--- src/rtl/mmc3_pkg.sv ---
// shared types and constants for the mmc3 chr ram bank mapper
`timescale 1ns / 1ps
`default_nettype none

package mmc3_pkg;

    typedef struct packed {
        logic        mode;
        logic [15:0] address;
        logic [7:0]  data;
        logic [8:0]  scanline;
        logic        rendering_on;
    } t_req;

    typedef struct packed {
        logic [31:0] prg_map;
        logic [31:0] chr_map_low;
        logic [31:0] chr_map_high;
        logic [7:0]  chr_ram_slots;
        logic [1:0]  mirror_mode;
        logic        irq_pulse;
    } t_res;

    localparam logic       MODE_WRITE = 1'b0;
    localparam logic       MODE_TICK  = 1'b1;

    localparam logic [15:0] ADDR_MASK     = 16'hE001;
    localparam logic [15:0] ADDR_COMMAND  = 16'h8000;
    localparam logic [15:0] ADDR_BANK     = 16'h8001;
    localparam logic [15:0] ADDR_MIRROR   = 16'hA000;
    localparam logic [15:0] ADDR_PROTECT  = 16'hA001;
    localparam logic [15:0] ADDR_IRQ_CNT  = 16'hC000;
    localparam logic [15:0] ADDR_IRQ_LAT  = 16'hC001;
    localparam logic [15:0] ADDR_IRQ_OFF  = 16'hE000;
    localparam logic [15:0] ADDR_IRQ_ON   = 16'hE001;

    localparam logic [2:0] SEL_CHR_0 = 3'd0;
    localparam logic [2:0] SEL_CHR_1 = 3'd1;
    localparam logic [2:0] SEL_CHR_2 = 3'd2;
    localparam logic [2:0] SEL_CHR_3 = 3'd3;
    localparam logic [2:0] SEL_CHR_4 = 3'd4;
    localparam logic [2:0] SEL_CHR_5 = 3'd5;
    localparam logic [2:0] SEL_PRG_0 = 3'd6;
    localparam logic [2:0] SEL_PRG_1 = 3'd7;

    localparam int CMD_PRG_SWAP_BIT = 6;
    localparam int CMD_CHR_SWAP_BIT = 7;
    localparam int CHR_RAM_BIT      = 6;

    localparam logic [7:0] EVEN_BANK_MASK    = 8'hFE;
    localparam logic [8:0] LAST_VISIBLE_LINE = 9'd239;

    localparam logic [1:0] MIRROR_VERT  = 2'd0;
    localparam logic [1:0] MIRROR_HORIZ = 2'd1;
    localparam logic [1:0] MIRROR_FOUR  = 2'd2;

    localparam logic [1:0] REG_HAS_CHR_ROM    = 2'd0;
    localparam logic [1:0] REG_PRG_BANK_COUNT = 2'd1;
    localparam logic [1:0] REG_FOUR_SCREEN    = 2'd2;

endpackage

`default_nettype wire

--- src/rtl/mmc3_chr_ram_bank_mapper.sv ---
// top level of the mmc3 chr ram bank mapper with chr ram paging
//
// requests enter on i_in_valid / o_in_stall with payload i_in_req: either a
// cpu register write (mode 0, address and data) or a scanline tick (mode 1,
// scanline and rendering_on). every request yields one result on
// o_out_valid / i_out_stall with payload o_out_res: the bank map after the
// request plus the irq pulse of a tick.
// the bank state and the result register load at the edge that accepts the
// request. one request per cycle is sustained while the receiver does not stall;
// the single result register sets that figure and lets a new request in at the
// same edge its old result is taken.
// when the receiver stalls with a result pending, o_in_stall rises and the
// result holds until taken.
// the apb port reads and writes has_chr_rom (0x0), prg_bank_count (0x4) and
// four_screen (0x8); write it only while no request is in flight.
// synchronous reset restores the power-on bank map and configuration and
// empties the result register.
`timescale 1ns / 1ps
`default_nettype none

module mmc3_chr_ram_bank_mapper (
    input  wire logic              i_clk,
    input  wire logic              i_rst_n,
    input  wire logic              i_in_valid,
    output logic                   o_in_stall,
    input  wire mmc3_pkg::t_req    i_in_req,
    output logic                   o_out_valid,
    input  wire logic              i_out_stall,
    output mmc3_pkg::t_res         o_out_res,
    input  wire logic              psel,
    input  wire logic              penable,
    input  wire logic              pwrite,
    input  wire logic [3:0]        paddr,
    input  wire logic [31:0]       pwdata,
    output logic [31:0]            prdata,
    output logic                   pready
);

    logic       r_has_chr_rom;
    logic [8:0] r_prg_bank_count;
    logic       r_four_screen;

    logic [7:0] r_command;
    logic [7:0] r_chr_banks [6];
    logic [7:0] r_prg_banks [2];
    logic [7:0] r_irq_count;
    logic [7:0] r_irq_reload;
    logic       r_irq_on;
    logic       r_mirror_horiz;

    logic [7:0] n_command;
    logic [7:0] n_chr_banks [6];
    logic [7:0] n_prg_banks [2];
    logic [7:0] n_irq_count;
    logic [7:0] n_irq_reload;
    logic       n_irq_on;
    logic       n_mirror_horiz;
    logic       n_pulse;

    logic           r_out_valid;
    mmc3_pkg::t_res r_out_res;
    mmc3_pkg::t_res n_out_res;

    logic       in_acc;
    logic       cfg_wr;
    logic [1:0] cfg_idx;
    logic [2:0] bank_sel;
    logic [7:0] second_last;
    logic [7:0] last;
    logic [7:0] pairs [4];
    logic [7:0] singles [4];
    logic [7:0] slots [8];

    assign o_in_stall  = r_out_valid & i_out_stall;
    assign in_acc      = i_in_valid & ~o_in_stall;
    assign o_out_valid = r_out_valid;
    assign o_out_res   = r_out_res;

    // configuration port
    assign pready  = 1'b1;
    assign cfg_wr  = psel & penable & pwrite;
    assign cfg_idx = paddr[3:2];

    always_comb begin
        prdata = 32'd0;
        unique case (cfg_idx)
            mmc3_pkg::REG_HAS_CHR_ROM:    prdata = {31'd0, r_has_chr_rom};
            mmc3_pkg::REG_PRG_BANK_COUNT: prdata = {23'd0, r_prg_bank_count};
            mmc3_pkg::REG_FOUR_SCREEN:    prdata = {31'd0, r_four_screen};
            default:                      prdata = 32'd0;
        endcase
    end

    always_ff @(posedge i_clk) begin
        if (!i_rst_n) begin
            r_has_chr_rom    <= 1'b1;
            r_prg_bank_count <= 9'd16;
            r_four_screen    <= 1'b0;
        end else if (cfg_wr) begin
            unique case (cfg_idx)
                mmc3_pkg::REG_HAS_CHR_ROM:    r_has_chr_rom    <= pwdata[0];
                mmc3_pkg::REG_PRG_BANK_COUNT: r_prg_bank_count <= pwdata[8:0];
                mmc3_pkg::REG_FOUR_SCREEN:    r_four_screen    <= pwdata[0];
                default: ;
            endcase
        end
    end

    // register writes and scanline counter
    assign bank_sel = r_command[2:0];

    always_comb begin
        n_command      = r_command;
        n_chr_banks    = r_chr_banks;
        n_prg_banks    = r_prg_banks;
        n_irq_count    = r_irq_count;
        n_irq_reload   = r_irq_reload;
        n_irq_on       = r_irq_on;
        n_mirror_horiz = r_mirror_horiz;
        n_pulse        = 1'b0;
        if (i_in_req.mode == mmc3_pkg::MODE_WRITE) begin
            unique case (i_in_req.address & mmc3_pkg::ADDR_MASK)
                mmc3_pkg::ADDR_COMMAND: n_command = i_in_req.data;
                mmc3_pkg::ADDR_BANK: begin
                    unique case (bank_sel)
                        mmc3_pkg::SEL_CHR_0: if (r_has_chr_rom) begin
                            n_chr_banks[0] = i_in_req.data & mmc3_pkg::EVEN_BANK_MASK;
                        end
                        mmc3_pkg::SEL_CHR_1: if (r_has_chr_rom) begin
                            n_chr_banks[1] = i_in_req.data & mmc3_pkg::EVEN_BANK_MASK;
                        end
                        mmc3_pkg::SEL_CHR_2: if (r_has_chr_rom) begin
                            n_chr_banks[2] = i_in_req.data;
                        end
                        mmc3_pkg::SEL_CHR_3: if (r_has_chr_rom) begin
                            n_chr_banks[3] = i_in_req.data;
                        end
                        mmc3_pkg::SEL_CHR_4: if (r_has_chr_rom) begin
                            n_chr_banks[4] = i_in_req.data;
                        end
                        mmc3_pkg::SEL_CHR_5: if (r_has_chr_rom) begin
                            n_chr_banks[5] = i_in_req.data;
                        end
                        mmc3_pkg::SEL_PRG_0: n_prg_banks[0] = i_in_req.data;
                        mmc3_pkg::SEL_PRG_1: n_prg_banks[1] = i_in_req.data;
                        default: ;
                    endcase
                end
                mmc3_pkg::ADDR_MIRROR: begin
                    if (!r_four_screen) begin
                        n_mirror_horiz = i_in_req.data[0];
                    end
                end
                mmc3_pkg::ADDR_PROTECT: ;
                mmc3_pkg::ADDR_IRQ_CNT: n_irq_count  = i_in_req.data;
                mmc3_pkg::ADDR_IRQ_LAT: n_irq_reload = i_in_req.data;
                mmc3_pkg::ADDR_IRQ_OFF: n_irq_on     = 1'b0;
                mmc3_pkg::ADDR_IRQ_ON:  n_irq_on     = 1'b1;
                default: ;
            endcase
        end else if (r_irq_on && i_in_req.rendering_on
                     && i_in_req.scanline <= mmc3_pkg::LAST_VISIBLE_LINE) begin
            if (r_irq_count == 8'd0) begin
                n_irq_count = r_irq_reload;
                n_pulse     = 1'b1;
            end else begin
                n_irq_count = r_irq_count - 8'd1;
            end
        end
    end

    // bank map from the updated state
    assign second_last = r_prg_bank_count[7:0] - 8'd2;
    assign last        = r_prg_bank_count[7:0] - 8'd1;

    always_comb begin
        pairs[0] = n_chr_banks[0];
        pairs[1] = n_chr_banks[0] + 8'd1;
        pairs[2] = n_chr_banks[1];
        pairs[3] = n_chr_banks[1] + 8'd1;
        for (int i = 0; i < 4; i++) begin
            singles[i] = n_chr_banks[2 + i];
            if (n_command[mmc3_pkg::CMD_CHR_SWAP_BIT]) begin
                slots[i]     = singles[i];
                slots[4 + i] = pairs[i];
            end else begin
                slots[i]     = pairs[i];
                slots[4 + i] = singles[i];
            end
        end
        if (n_command[mmc3_pkg::CMD_PRG_SWAP_BIT]) begin
            n_out_res.prg_map = {last, n_prg_banks[0], n_prg_banks[1], second_last};
        end else begin
            n_out_res.prg_map = {last, second_last, n_prg_banks[1], n_prg_banks[0]};
        end
        n_out_res.chr_map_low  = {slots[3], slots[2], slots[1], slots[0]};
        n_out_res.chr_map_high = {slots[7], slots[6], slots[5], slots[4]};
        for (int i = 0; i < 8; i++) begin
            n_out_res.chr_ram_slots[i] = slots[i][mmc3_pkg::CHR_RAM_BIT];
        end
        if (r_four_screen) begin
            n_out_res.mirror_mode = mmc3_pkg::MIRROR_FOUR;
        end else if (n_mirror_horiz) begin
            n_out_res.mirror_mode = mmc3_pkg::MIRROR_HORIZ;
        end else begin
            n_out_res.mirror_mode = mmc3_pkg::MIRROR_VERT;
        end
        n_out_res.irq_pulse = n_pulse;
    end

    always_ff @(posedge i_clk) begin
        if (!i_rst_n) begin
            r_command      <= 8'd0;
            r_chr_banks[0] <= 8'd0;
            r_chr_banks[1] <= 8'd2;
            r_chr_banks[2] <= 8'd4;
            r_chr_banks[3] <= 8'd5;
            r_chr_banks[4] <= 8'd6;
            r_chr_banks[5] <= 8'd7;
            r_prg_banks[0] <= 8'd0;
            r_prg_banks[1] <= 8'd1;
            r_irq_count    <= 8'd0;
            r_irq_reload   <= 8'd0;
            r_irq_on       <= 1'b0;
            r_mirror_horiz <= 1'b0;
        end else if (in_acc) begin
            r_command      <= n_command;
            r_chr_banks    <= n_chr_banks;
            r_prg_banks    <= n_prg_banks;
            r_irq_count    <= n_irq_count;
            r_irq_reload   <= n_irq_reload;
            r_irq_on       <= n_irq_on;
            r_mirror_horiz <= n_mirror_horiz;
        end
    end

    always_ff @(posedge i_clk) begin
        if (!i_rst_n) begin
            r_out_valid <= 1'b0;
        end else if (in_acc) begin
            r_out_valid <= 1'b1;
        end else if (!i_out_stall) begin
            r_out_valid <= 1'b0;
        end
    end

    always_ff @(posedge i_clk) begin
        if (in_acc) begin
            r_out_res <= n_out_res;
        end
    end

`ifndef SYNTHESIS
    a_pulse_reloads: assert property (@(posedge i_clk) disable iff (!i_rst_n)
        in_acc && n_pulse |=> r_irq_count == $past(r_irq_reload))
        else $error("irq pulse without counter reload");

    a_pulse_only_tick: assert property (@(posedge i_clk) disable iff (!i_rst_n)
        in_acc && i_in_req.mode == mmc3_pkg::MODE_WRITE |=> !r_out_res.irq_pulse)
        else $error("irq pulse on a cpu write");

    a_pair_banks_even: assert property (@(posedge i_clk) disable iff (!i_rst_n)
        !r_chr_banks[0][0] && !r_chr_banks[1][0])
        else $error("chr pair bank has bit 0 set");

    a_irq_off: assert property (@(posedge i_clk) disable iff (!i_rst_n)
        in_acc && i_in_req.mode == mmc3_pkg::MODE_WRITE
        && (i_in_req.address & mmc3_pkg::ADDR_MASK) == mmc3_pkg::ADDR_IRQ_OFF
        |=> !r_irq_on)
        else $error("irq still enabled after disable write");

    a_drain: assert property (@(posedge i_clk) disable iff (!i_rst_n)
        r_out_valid && !i_out_stall && !in_acc |=> !r_out_valid)
        else $error("result not released after being taken");
`endif

endmodule

`default_nettype wire
--- config.mk ---
export PLATFORM = sky130hd
export DESIGN_NAME = mmc3_chr_ram_bank_mapper
export DESIGN_NICKNAME = d
export VERILOG_FILES = /design/src/rtl/mmc3_pkg.sv /design/src/rtl/mmc3_chr_ram_bank_mapper.sv
export SDC_FILE = /design/constraint.sdc
export NUM_CORES = 1
export LEC_CHECK = 0
export ABC_AREA = 1
export BUFFER_PORTS_ARGS = -buffer_cell sky130_fd_sc_hd__buf_4
export CORE_AREA = 2 2 139 141
export CTS_BUF_LIST = sky130_fd_sc_hd__clkbuf_4 sky130_fd_sc_hd__clkbuf_8
export CTS_CLUSTER_DIAMETER = 30
export DETAILED_ROUTE_END_ITERATION = 10
export DIE_AREA = 0 0 141 143
export PLACE_DENSITY = 0.79
export SYNTH_ARGS = -nofsm -noshare
export SYNTH_HDL_FRONTEND = slang
export SYNTH_SLANG_ARGS = --single-unit
--- constraint.sdc ---
create_clock -name i_clk -period 4.2 [get_ports i_clk]
set_input_delay 0 -clock i_clk [delete_from_list [all_inputs] [get_ports i_clk]]
set_output_delay 0 -clock i_clk [all_outputs]
set_load 0.01 [all_outputs]
# Word-level counts from Yosys, hierarchy flattened

Cells that the tools add are included.

Output and inout port bits: 142
Bits of input ports: 78
Word-level logic and storage cells: 111
Bits in registers: 209

Bitwise operators: 6
Order comparisons: 1
Equal/unequal tests: 18
Add/subtract/negate cells: 5
Reductions and logical operators: 15
Multiplexer cells: 42

Operators with widths:

| cell                                                | count |
|---|---|
| two-way mux 8 bit                                   | 28 |
| two-way mux 48 bit                                  | 2 |
| two-way mux 16 bit                                  | 2 |
| equality test 4 bit, second input constant          | 7 |
| one-hot mux 9 bit (3 select lines)                  | 1 |
| two-way mux 24 bit                                  | 1 |
| adder 8 x 1 -> 8 bit, second input constant         | 2 |
| subtractor 8 x 1 -> 8 bit, second input constant    | 2 |
| equality test 3 bit, second input constant          | 4 |
| AND reduction 3 bit                                 | 4 |
| <= comparator 9 x 8 -> 1 bit, second input constant | 1 |
| zero test 8 bit                                     | 1 |
| AND reduction 2 bit                                 | 4 |
| subtractor 8 x 2 -> 8 bit, second input constant    | 1 |
| two-way mux 1 bit                                   | 7 |
| equality test 3 x 2 -> 1 bit, second input constant | 2 |
| AND 1 bit                                           | 4 |
| != test 2 x 1 -> 1 bit, second input constant       | 2 |
| nonzero test 2 bit                                  | 2 |
| equality test 3 x 1 -> 1 bit, second input constant | 1 |
| zero test 3 bit                                     | 1 |
| equality test 2 x 1 -> 1 bit, second input constant | 1 |
| equality test 2 bit, second input constant          | 1 |
| logical AND 1 bit                                   | 2 |
| other kinds (3)                                     | 4 |

# Longest topological paths before layout

Gate-level depths: netlist (run 1).

Depth in word-level cells: 6
Gate-level depth with buffers: 16
Mapped depth without buffers: 16

# Worst setup path after synthesis (run 1)

OpenSTA, ideal clock, no wires.

Path type: reg-to-reg
Start: register r_out_valid, in the netlist o_out_valid
End: register r_out_res (netlist bit o_out_res[0]), enable pin
Buffers on the path: 2
Path slack: -0.008 ns
Data arrival time: 3.706 ns
Data required time: 3.698 ns
Cell stages (with the launch flop): 6
Clock period less this slack: 4.208 ns
Setup time: 0.502 ns
Cells stage by stage: dfxtp_1 > nand2_1 > nand2_1 > inv_1 > buf_2 > buf_1

Longest elaborated chain between the ends: 3

RTL lines:

| element                | line                            | text |
|---|---|---|
| start, declared        | mmc3_chr_ram_bank_mapper.sv:60  | `logic r_out_valid;` |
| start signal, assigned | mmc3_chr_ram_bank_mapper.sv:239 | `r_out_valid <= 1'b0;` |
| start signal, assigned | mmc3_chr_ram_bank_mapper.sv:241 | `r_out_valid <= 1'b1;` |
| start signal, assigned | mmc3_chr_ram_bank_mapper.sv:243 | `r_out_valid <= 1'b0;` |
| AND 1 bit              | mmc3_chr_ram_bank_mapper.sv:74  | `assign o_in_stall = r_out_valid & i_out_stall;` |
| inverter 1 bit         | mmc3_chr_ram_bank_mapper.sv:75  | `assign in_acc = i_in_valid & ~o_in_stall;` |
| AND 1 bit              | mmc3_chr_ram_bank_mapper.sv:75  |  |
| named net in_acc       | mmc3_chr_ram_bank_mapper.sv:64  | `logic in_acc;` |
| end signal, assigned   | mmc3_chr_ram_bank_mapper.sv:249 | `r_out_res <= n_out_res;` |
| end, declared          | mmc3_chr_ram_bank_mapper.sv:61  | `mmc3_pkg::t_res r_out_res;` |

The timed path passes the listed nets, and every way through them passes these cells.
A chain may end at the register's enable or synchronous reset.

==> results of run 1 <==
[cells in the mapped netlist, drive strengths merged]
master  instances
nand2         203
or2             1
o31ai           2
o21ai         192
a21oi          93
clkinv          3
dfxtp          99
xor2           15
a21boi          2
nand4           8
xnor2           3
o22ai           2
buf            56
o211ai         10
ha              7
a31oi           2
nor3b           1
edfxtp         99
mux2i           6
o21bai          3
nor4            3
a311oi          1
nor3            6
inv           126
nand3          49
nor2           93
conb            2
clkbuf         25
[metrics by stage]
stage | instances | cell area, sq um | power, mW | util [%] | hold slack [ns]
6_report | 1509 | 11310 | 4.095 | 60.86 | 0.02302
5_1_grt | 1509 | 11310 | 4.253 | 60.86 | 0.05578
4_1_cts | 1509 | 11310 | 4.106 | 60.86 | 0.007515
3_5_place_dp | 1445 | 10540 | 2.728 | 56.71 | 0.2295
3_3_place_gp | 1445 | 10540 | 2.709 | 56.71 | 0.2204
2_1_floorplan | 1134 | 9497 | 2.537 | - | 0.1088
[final timing paths]
kind / start / end / cells past startpoint
setup / recovery: i_in_req[34] / o_out_res[41]$_DFFE_PP_ / 15
hold / removal: i_rst_n / r_prg_bank_count[4]$_SDFFE_PN1P_ / 2
setup reg to reg: o_out_valid$_SDFFE_PN0P_ / r_irq_count[3]$_SDFFE_PN0P_ / 9
hold reg to reg: r_chr_banks[44]$_SDFFE_PN0P_ / r_chr_banks[44]$_SDFFE_PN0P_ / 2
[worst max-delay path, stage by stage]
cell           delay, ns
dlygate4sd3_1       0.53
buf_4               0.18
inv_1               0.35
nand3_2             0.22
nor2_8              0.22
nand2_4             0.11
o21ai_0             0.47
ha_1                0.28
nand3_1             0.12
nor2_1              0.14
nand2_1             0.06
nand2_1             0.05
nand2_1             0.06
nand2_1             0.06
nand2_1             0.06
[flip-flops by register name, indices dropped and copies added (netlist names)]
register	cells
r_irq_reload	8
r_irq_on	1
r_chr_banks	48
r_prg_banks	16
r_mirror_horiz	1
o_out_res	99
r_command	5
r_has_chr_rom	1
r_irq_count	8
r_prg_bank_count	9
r_four_screen	1
o_out_valid	1
[repair_timing]
action	CTS	global route
hold buffers	32	0
gates resized for setup	0	0
endpoints found under the hold margin	40	0
setup endpoints to repair	0	0
[cell type report]
class	count	area [sq um]	share of cell area, %
Sequential cell	198	4955	43.82
Multi-Input combinational cell	726	3602	31.85
Timing Repair Buffer	190	1519	13.43
Inverter	129	489.2	4.326
Tap cell	234	292.8	2.589
Clock buffer	19	249.0	2.202
Clock inverter	13	201.4	1.781
[metal layers]
metal / track usage, % / wire length, um / up-vias
met1: 28.92 / 9618 / 3715
met2: 38.25 / 10990 / 318
met4: 6.684 / 382 / 0
li1: - / - / 3959
met5: 0 / 0 / -
met3: 5.902 / 1861 / 36
[power by group]
| group | switching (mW) | internal (mW) | leakage [nW] |
|---|---|---|---|
| clock network | 0.668 | 0.719 | 0.223 |
| registers | 0.0418 | 2.15 | 1.77 |
| logic | 0.315 | 0.202 | 2.94 |
| total | 1.02 | 3.07 | 4.93 |
[kinds of logic after synthesis]
logic type,Yosys count,share of synthesized area [%]
flip-flops,198,52.67
AO/OA/AOI/OAI,307,17.08
AND/OR/NAND/NOR,364,16.96
other,2,0.07983
multiplexers,6,0.6384
XOR/XNOR,18,1.676
adder cells (fa/ha/maj),7,0.9309
buffers and inverters,210,9.975
[cells in the final DEF, fill, tap and decap left out, types with 10 or more instances in the layout]
cell type	synthesis	final
edfxtp_1	99	99
clkbuf_8	0	17
xor2_1	15	15
conb_1	2	24
o211ai_1	10	10
buf_4	35	157
o21ai_0	156	156
inv_1	121	120
dlygate4sd3_1	0	32
nor2_1	82	82
o21ai_1	31	31
dfxtp_1	99	99
a21oi_1	93	93
nand3_1	45	45
nand2_1	198	196
==> flow_summary.toml, run 1 <==
[layout]
syn2layout_area_growth_pct = 20.20
drive_above_1_share_pct = 17.49
antenna_cells = 0
fillers = 1572
nets = 1347

[placement]
dp_slack_ns = 1.607
gp_congestion = 0.8561
port_buffers = 154
dp_hpwl_um = 15570

[flow_run]
drv_cap = 0

[outcome]
outcome = "completed"

[logic_synthesis]
seq_area_frac_synth_pct = 52.67
yosysWarningCount = 0
synth_seq_cells = 198
netlist_instances = 1112
synthTopCellsByArea = "edfxtp_1 (32%), dfxtp_1 (21%), o21ai_0 (8.3%), nand2_1 (7.9%), a21oi_1 (4.9%)"
synth_top_area_cell = "edfxtp_1"
mappedNetlistArea_sq_um = 9408
syn_avg_cell_area_sq_um = 8.460
yosys.area.top_type_share_pct = 31.60
synth_cell_types = 41

[global_route]
antenna_found_initial = 0
grt_max_degree = 135
grt_pass1_vias = 7286
grt_overflow = 0
grt_pass1_wl_um = 36050
grt_usage_pct = 22.67

[die]
start_util_pct = 50.63
die_w_um = 141
ios = 220
die_area_sq_um = 20160
fp.coreArea_sq_um = 18580
num_rows = 50
die_h_um = 143

[pwr]
p_per_area_nw_per_um2 = 362.1
p_leak_nw = 4.928
max-vdd-ir-drop_uv = 192.0

[sta]
skew_ns = 0.01378
fin_crit_sh_pct = 64.52
fmax_mhz = 369.1
setup_slack_ns = 1.490
final_max_slew_viol_count = 0
setup-violations-final = 0
grt_setup_unrepaired = "no"
finalHoldViolCount = 0
slew_headroom_pct = 20.08
tightest_slew_ns = 1.189
min_period_ns = 2.710
tns_ns = 0

[clocking]
h-tree-depth = 4
clkLatencyLatePin_ns = 0.48
clk_path_buf_depth = 2
cts_root_buffer = "clkbuf_8"
cts_made_buffers = 17
cts_tree = "yes"
numClockSinks = 198
cts.clk_slew.worst_paths_ns = 0.10
cts_setup_buffers = 0

[routing]
drtIter0Drc = 698
vias = 8028
post_drt_wl_per_cell_um = 15.15
first_pass_iters = 5
vias_per_cell = 5.320
drc = 0
wirelength_um = 22860
ant_nets = 0

[critical_path]
worstPathRequired_ns = 4.44
worstSetupPathType = "in2reg"
critical_path_arrival_ns = 2.95
startpoint_type = "input port"
end_kind = "register"
rrSetupSlack_ns = 1.64
path_max_fanout = 13

[worst_hold_path]
hold_class = "in2reg"
(Power assumes the default switching activity.)
==> run 2, diff against run 1 <==
==> constraint.sdc (replaced) <==
create_clock -name i_clk -period 2.4 [get_ports i_clk]
set_input_delay 0 -clock i_clk [delete_from_list [all_inputs] [get_ports i_clk]]
set_output_delay 0 -clock i_clk [all_outputs]
set_load 0.01 [all_outputs]
==> flow_summary.toml, run 2 (synthesis results as in run 1) <==
[pwr]
p_per_area_nw_per_um2 = 608.9
max-vdd-ir-drop_uv = 351.2
p_leak_nw = 5.008

[routing]
drtIter0Drc = 703
vias = 8132
ant_nets = 0
drc = 0
first_pass_iters = 5
wirelength_um = 23390
post_drt_wl_per_cell_um = 15.31
vias_per_cell = 5.322

[sta]
finalHoldViolCount = 0
final_max_slew_viol_count = 0
fmax_mhz = 439.4
slew_headroom_pct = 50.22
hold_slack_ns = 0.04667
grt_setup_unrepaired = "yes"
fin_crit_sh_pct = 94.84
min_period_ns = 2.276
skew_ns = 0.01884
tightest_slew_ns = 0.7455
setup-violations-final = 0

[global_route]
grt_max_degree = 102
grt_pass1_vias = 7406
grt_overflow = 0
antenna_found_initial = 0
grt_pass1_wl_um = 36550
grt_usage_pct = 23.02

[clocking]
clkLatencyLatePin_ns = 0.50
clk_path_buf_depth = 2
cts.clk_slew.worst_paths_ns = 0.11
h-tree-depth = 4
cts_tree = "yes"
cts_root_buffer = "clkbuf_8"
cts_made_buffers = 17
numClockSinks = 198

[critical_path]
end_kind = "register"
critical_path_arrival_ns = 2.66
crit_start = "o_out_valid$_SDFFE_PN0P_"
reg2reg_from = "o_out_valid$_SDFFE_PN0P_"
reg2reg_to = "r_irq_count[5]$_SDFFE_PN0P_"
worstPathRequired_ns = 2.78
worstSetupPathType = "reg2reg"
path_max_fanout = 30
reg2reg_depth = 9
rrSetupSlack_ns = 0.12
startpoint_type = "register"

[placement]
dp_hpwl_um = 15880
gp_congestion = 0.9248
port_buffers = 154

[worst_hold_path]
hold_class = "in2reg"
worstHoldStart = "penable"
holdPathEnd = "r_prg_bank_count[4]$_SDFFE_PN1P_"
holdPathStages = 4

[layout]
layout_commonest_cell = "nand2_1"
nets = 1366
most-common-layout-cells = "nand2_1 (195), buf_4 (175), o21ai_0 (156), inv_1 (119), edfxtp_1 (99)"
post-route-util_pct = 61.65
antenna_cells = 0
fillers = 1539
drive_above_1_share_pct = 19.32
largest_reg_flops = 99
syn2layout_area_growth_pct = 21.76

[die]
ios = 220
num_rows = 50
die_area_sq_um = 20160
die_h_um = 143
die_w_um = 141
fp.coreArea_sq_um = 18580
start_util_pct = 50.63

[outcome]
outcome = "completed"

[flow_run]
drv_cap = 0
==> run 2: report_power, final <==
| part | switching [mW] | internal (mW) | total [mW] |
|---|---|---|---|
| clock | 1.32 | 0.883 | 2.20 |
| sequential | 0.0725 | 3.76 | 3.83 |
| combinational | 0.563 | 0.376 | 0.939 |
==> run 2: critical path, stage by stage (launching register included) <==
cell,delay (ns)
dfxtp_1,0.33
nand2_1,0.11
nand2_2,0.17
inv_8,0.23
nand3_1,0.14
nand2_2,0.19
inv_1,0.18
a21oi_1,0.15
a21oi_1,0.09
dlygate4sd3_1,0.56
==> run 2: how the worst max path moves through the flow <==
stage | cells past startpoint | end
2_1_floorplan | 12 | o_out_res[73]$_DFFE_PP_
3_3_place_gp | 15 | o_out_res[57]$_DFFE_PP_
3_5_place_dp | 15 | o_out_res[57]$_DFFE_PP_
4_1_cts | 9 | r_irq_count[3]$_SDFFE_PN0P_
5_1_grt | 9 | r_irq_count[5]$_SDFFE_PN0P_
6_report | 9 | r_irq_count[5]$_SDFFE_PN0P_
==> run 2: per-stage QoR <==
step	power (mW)	setup WS, ns	setup TNS (ns)	instance area [sq um]	instances
global placement	4.759	0.2411	0	10650	1458
global route	7.251	-0.04897	-0.08026	11450	1528
finish	6.974	0.1239	0	11450	1528
detailed placement	4.792	0.1429	0	10650	1458
floorplan	4.429	0.3723	0	9494	1134
CTS	6.991	0.01940	0	11380	1522
==> run 2: metal layers <==
metal | track usage [%] | up-vias | wire length [um]
met5 | 0 | - | 0
li1 | - | 3985 | -
met4 | 6.789 | 0 | 301
met3 | 6.338 | 29 | 1960
met1 | 28.52 | 3779 | 9669
met2 | 39.54 | 339 | 11460
==> run 2: timing repair <==
item / 4_1_cts / 5_1_grt
hold endpoints to repair: 47 / 0
hold buffers: 32 / 0
setup buffers: 0 / 6
setup endpoints to repair: 0 / 7
gates resized for setup: 0 / 9
==> run 2: final cells by class <==
cell class / count / area [sq um] / share of cell area (%)
clock buffers: 17 / 234.0 / 2.043
multi-input cells: 726 / 3620 / 31.60
well taps: 234 / 292.8 / 2.556
flip-flops and latches: 198 / 4959 / 43.29
inverters: 129 / 495.5 / 4.326
clock inverters: 15 / 180.2 / 1.573
repair buffers: 209 / 1674 / 14.62
==> run 3, diff against run 2 <==
--- a/config.mk
+++ b/config.mk
@@ -7,12 +7,12 @@
 export LEC_CHECK = 0
 export ABC_AREA = 1
 export BUFFER_PORTS_ARGS = -buffer_cell sky130_fd_sc_hd__buf_4
-export CORE_AREA = 2 2 139 141
+export CORE_AREA = 2 2 143 145
 export CTS_BUF_LIST = sky130_fd_sc_hd__clkbuf_4 sky130_fd_sc_hd__clkbuf_8
 export CTS_CLUSTER_DIAMETER = 30
 export DETAILED_ROUTE_END_ITERATION = 10
-export DIE_AREA = 0 0 141 143
-export PLACE_DENSITY = 0.79
+export DIE_AREA = 0 0 145 147
+export PLACE_DENSITY = 0.75
 export SYNTH_ARGS = -nofsm -noshare
 export SYNTH_HDL_FRONTEND = slang
 export SYNTH_SLANG_ARGS = --single-unit
==> flow_summary.toml, run 3 (synthesis results as in run 1) <==
[global_route]
grt_overflow = 0
grt_usage_pct = 21.54
grt_pass1_wl_um = 36830
antenna_found_initial = 0
grt_max_degree = 158
grt_pass1_vias = 7390

[routing]
wirelength_um = 23160
post_drt_wl_per_cell_um = 14.85
drc = 0
vias_per_cell = 5.137
drtIter0Drc = 616
first_pass_iters = 5
vias = 8013
ant_nets = 0

[sta]
slew_headroom_pct = 42.83
skew_ns = 0.01599
final_max_slew_viol_count = 0
setup_slack_ns = 0.2289
fmax_mhz = 460.6
setup-violations-final = 0
finalHoldViolCount = 0
hold_slack_ns = 0.03430
min_period_ns = 2.171
tightest_slew_ns = 0.8575
fin_crit_sh_pct = 90.46

[flow_run]
drv_cap = 0

[layout]
drive_above_1_share_pct = 18.99
layout_commonest_cell = "nand2_1"
syn2layout_area_growth_pct = 21.73
final_area_sq_um = 11450
nets = 1362
most-common-layout-cells = "nand2_1 (195), buf_4 (171), o21ai_0 (155), inv_1 (120), edfxtp_1 (99)"
finalNonFillerCells = 1560
fillers = 1734
largest_reg_flops = 99
antenna_cells = 0

[clocking]
cts_tree = "yes"
clk_path_buf_depth = 2
cts.clk_slew.worst_paths_ns = 0.11
numClockSinks = 198
h-tree-depth = 4
cts_made_buffers = 17
clkLatencyLatePin_ns = 0.48
cts_root_buffer = "clkbuf_8"

[die]
fp.coreArea_sq_um = 19840
ios = 220
die_h_um = 147
die_area_sq_um = 21320
start_util_pct = 47.41
num_rows = 52
die_w_um = 145

[pwr]
p_per_area_nw_per_um2 = 602.5
max-vdd-ir-drop_uv = 423.9
power_mw = 6.900
p_leak_nw = 4.987

[placement]
dp_slack_ns = 0.1536
port_buffers = 154
dp_hpwl_um = 15820
placed_cells = 1491
placed_area_sq_um = 10670
gp_congestion = 0.9160

[outcome]
outcome = "completed"

[critical_path]
reg2reg_from = "o_out_valid$_SDFFE_PN0P_"
critical_path_arrival_ns = 2.54
reg2reg_to = "r_irq_count[5]$_SDFFE_PN0P_"
worstPathRequired_ns = 2.77
startpoint_type = "register"
worstSetupPathType = "reg2reg"
rrSetupSlack_ns = 0.23
end_kind = "register"
reg2reg_depth = 9
path_max_fanout = 10

[worst_hold_path]
hold_class = "in2reg"
worstHoldStart = "i_in_req[18]"
holdPathEnd = "o_out_res[1]$_SDFFCE_PP0P_"
holdPathStages = 4
run 3: changes by cell type in the layout (fill, tap and decap cells not counted), sizes merged:
| cell | previous run | this run |
|---|---|---|
| clkbuf | 17 | 19 |
| inv | 133 | 131 |
| buf | 177 | 173 |
| clkinv | 7 | 8 |
| clkinvlp | 3 | 2 |
run 3: metrics by stage:
stage / setup TNS (ns) / util (%)
after floorplan: 0 / -
after global placement: 0 / 53.77
after detailed placement: 0 / 53.77
after CTS: 0 / 57.40
after global routing: -0.007904 / 57.71
final: 0 / 57.71
run 3: where the power goes:
group          switching [mW]  leakage [nW]  internal, mW
Combinational           0.556          3.01         0.366
Sequential             0.0721          1.77          3.76
Clock                    1.23         0.200         0.911
Total                    1.86          4.99          5.04
run 3: worst max-delay path, cell delays in order, from the launching register on:
cell           delay, ns
dfxtp_1             0.33
nand2_1             0.11
nand2_2             0.13
nor3_2              0.22
nand2_1             0.16
nand2_2             0.19
inv_1               0.16
a21oi_1             0.14
a21oi_1             0.08
dlygate4sd3_1       0.56
run 3: per-layer routing:
layer	GRT usage, %	vias up	part of all wire, %
met5	0	-	0
met4	7.277	0	2.2
met3	6.429	37	8.3
met2	35.55	297	46
met1	27.20	3689	43
li1	-	3990	-
run 3: worst max path at each step:
stage	from	endpoint	slack, ns	depth (start not counted)
global placement	r_has_chr_rom$_SDFFE_PN1P_	o_out_res[57]$_DFFE_PP_	0.26	15
CTS	o_out_valid$_SDFFE_PN0P_	r_irq_count[5]$_SDFFE_PN0P_	0.01	9
global route	r_command[1]$_SDFFE_PN0P_	o_out_res[55]$_DFFE_PP_	-0.005	15
detailed placement	r_has_chr_rom$_SDFFE_PN1P_	o_out_res[57]$_DFFE_PP_	0.15	15
floorplan	r_has_chr_rom$_SDFFE_PN1P_	o_out_res[73]$_DFFE_PP_	0.37	12
finish	o_out_valid$_SDFFE_PN0P_	r_irq_count[5]$_SDFFE_PN0P_	0.23	9
run 3: timing repair:
| item | CTS | global route |
|---|---|---|
| hold buffers | 32 | 0 |
| endpoints found under the hold margin | 44 | 0 |
| buffers inserted | 0 | 5 |
| endpoints found under the setup margin | 0 | 10 |
| gates resized for setup | 0 | 8 |
run 3: cell type report:
class,count,area [sq um],area share (%)
inverter,129,489.2,4.272
sequential,198,4959,43.30
clock buffer,19,261.5,2.283
multi-input combinational,726,3622,31.63
clock inverter,13,138.9,1.213
timing repair buffer,205,1644,14.36
tap,270,337.8,2.950
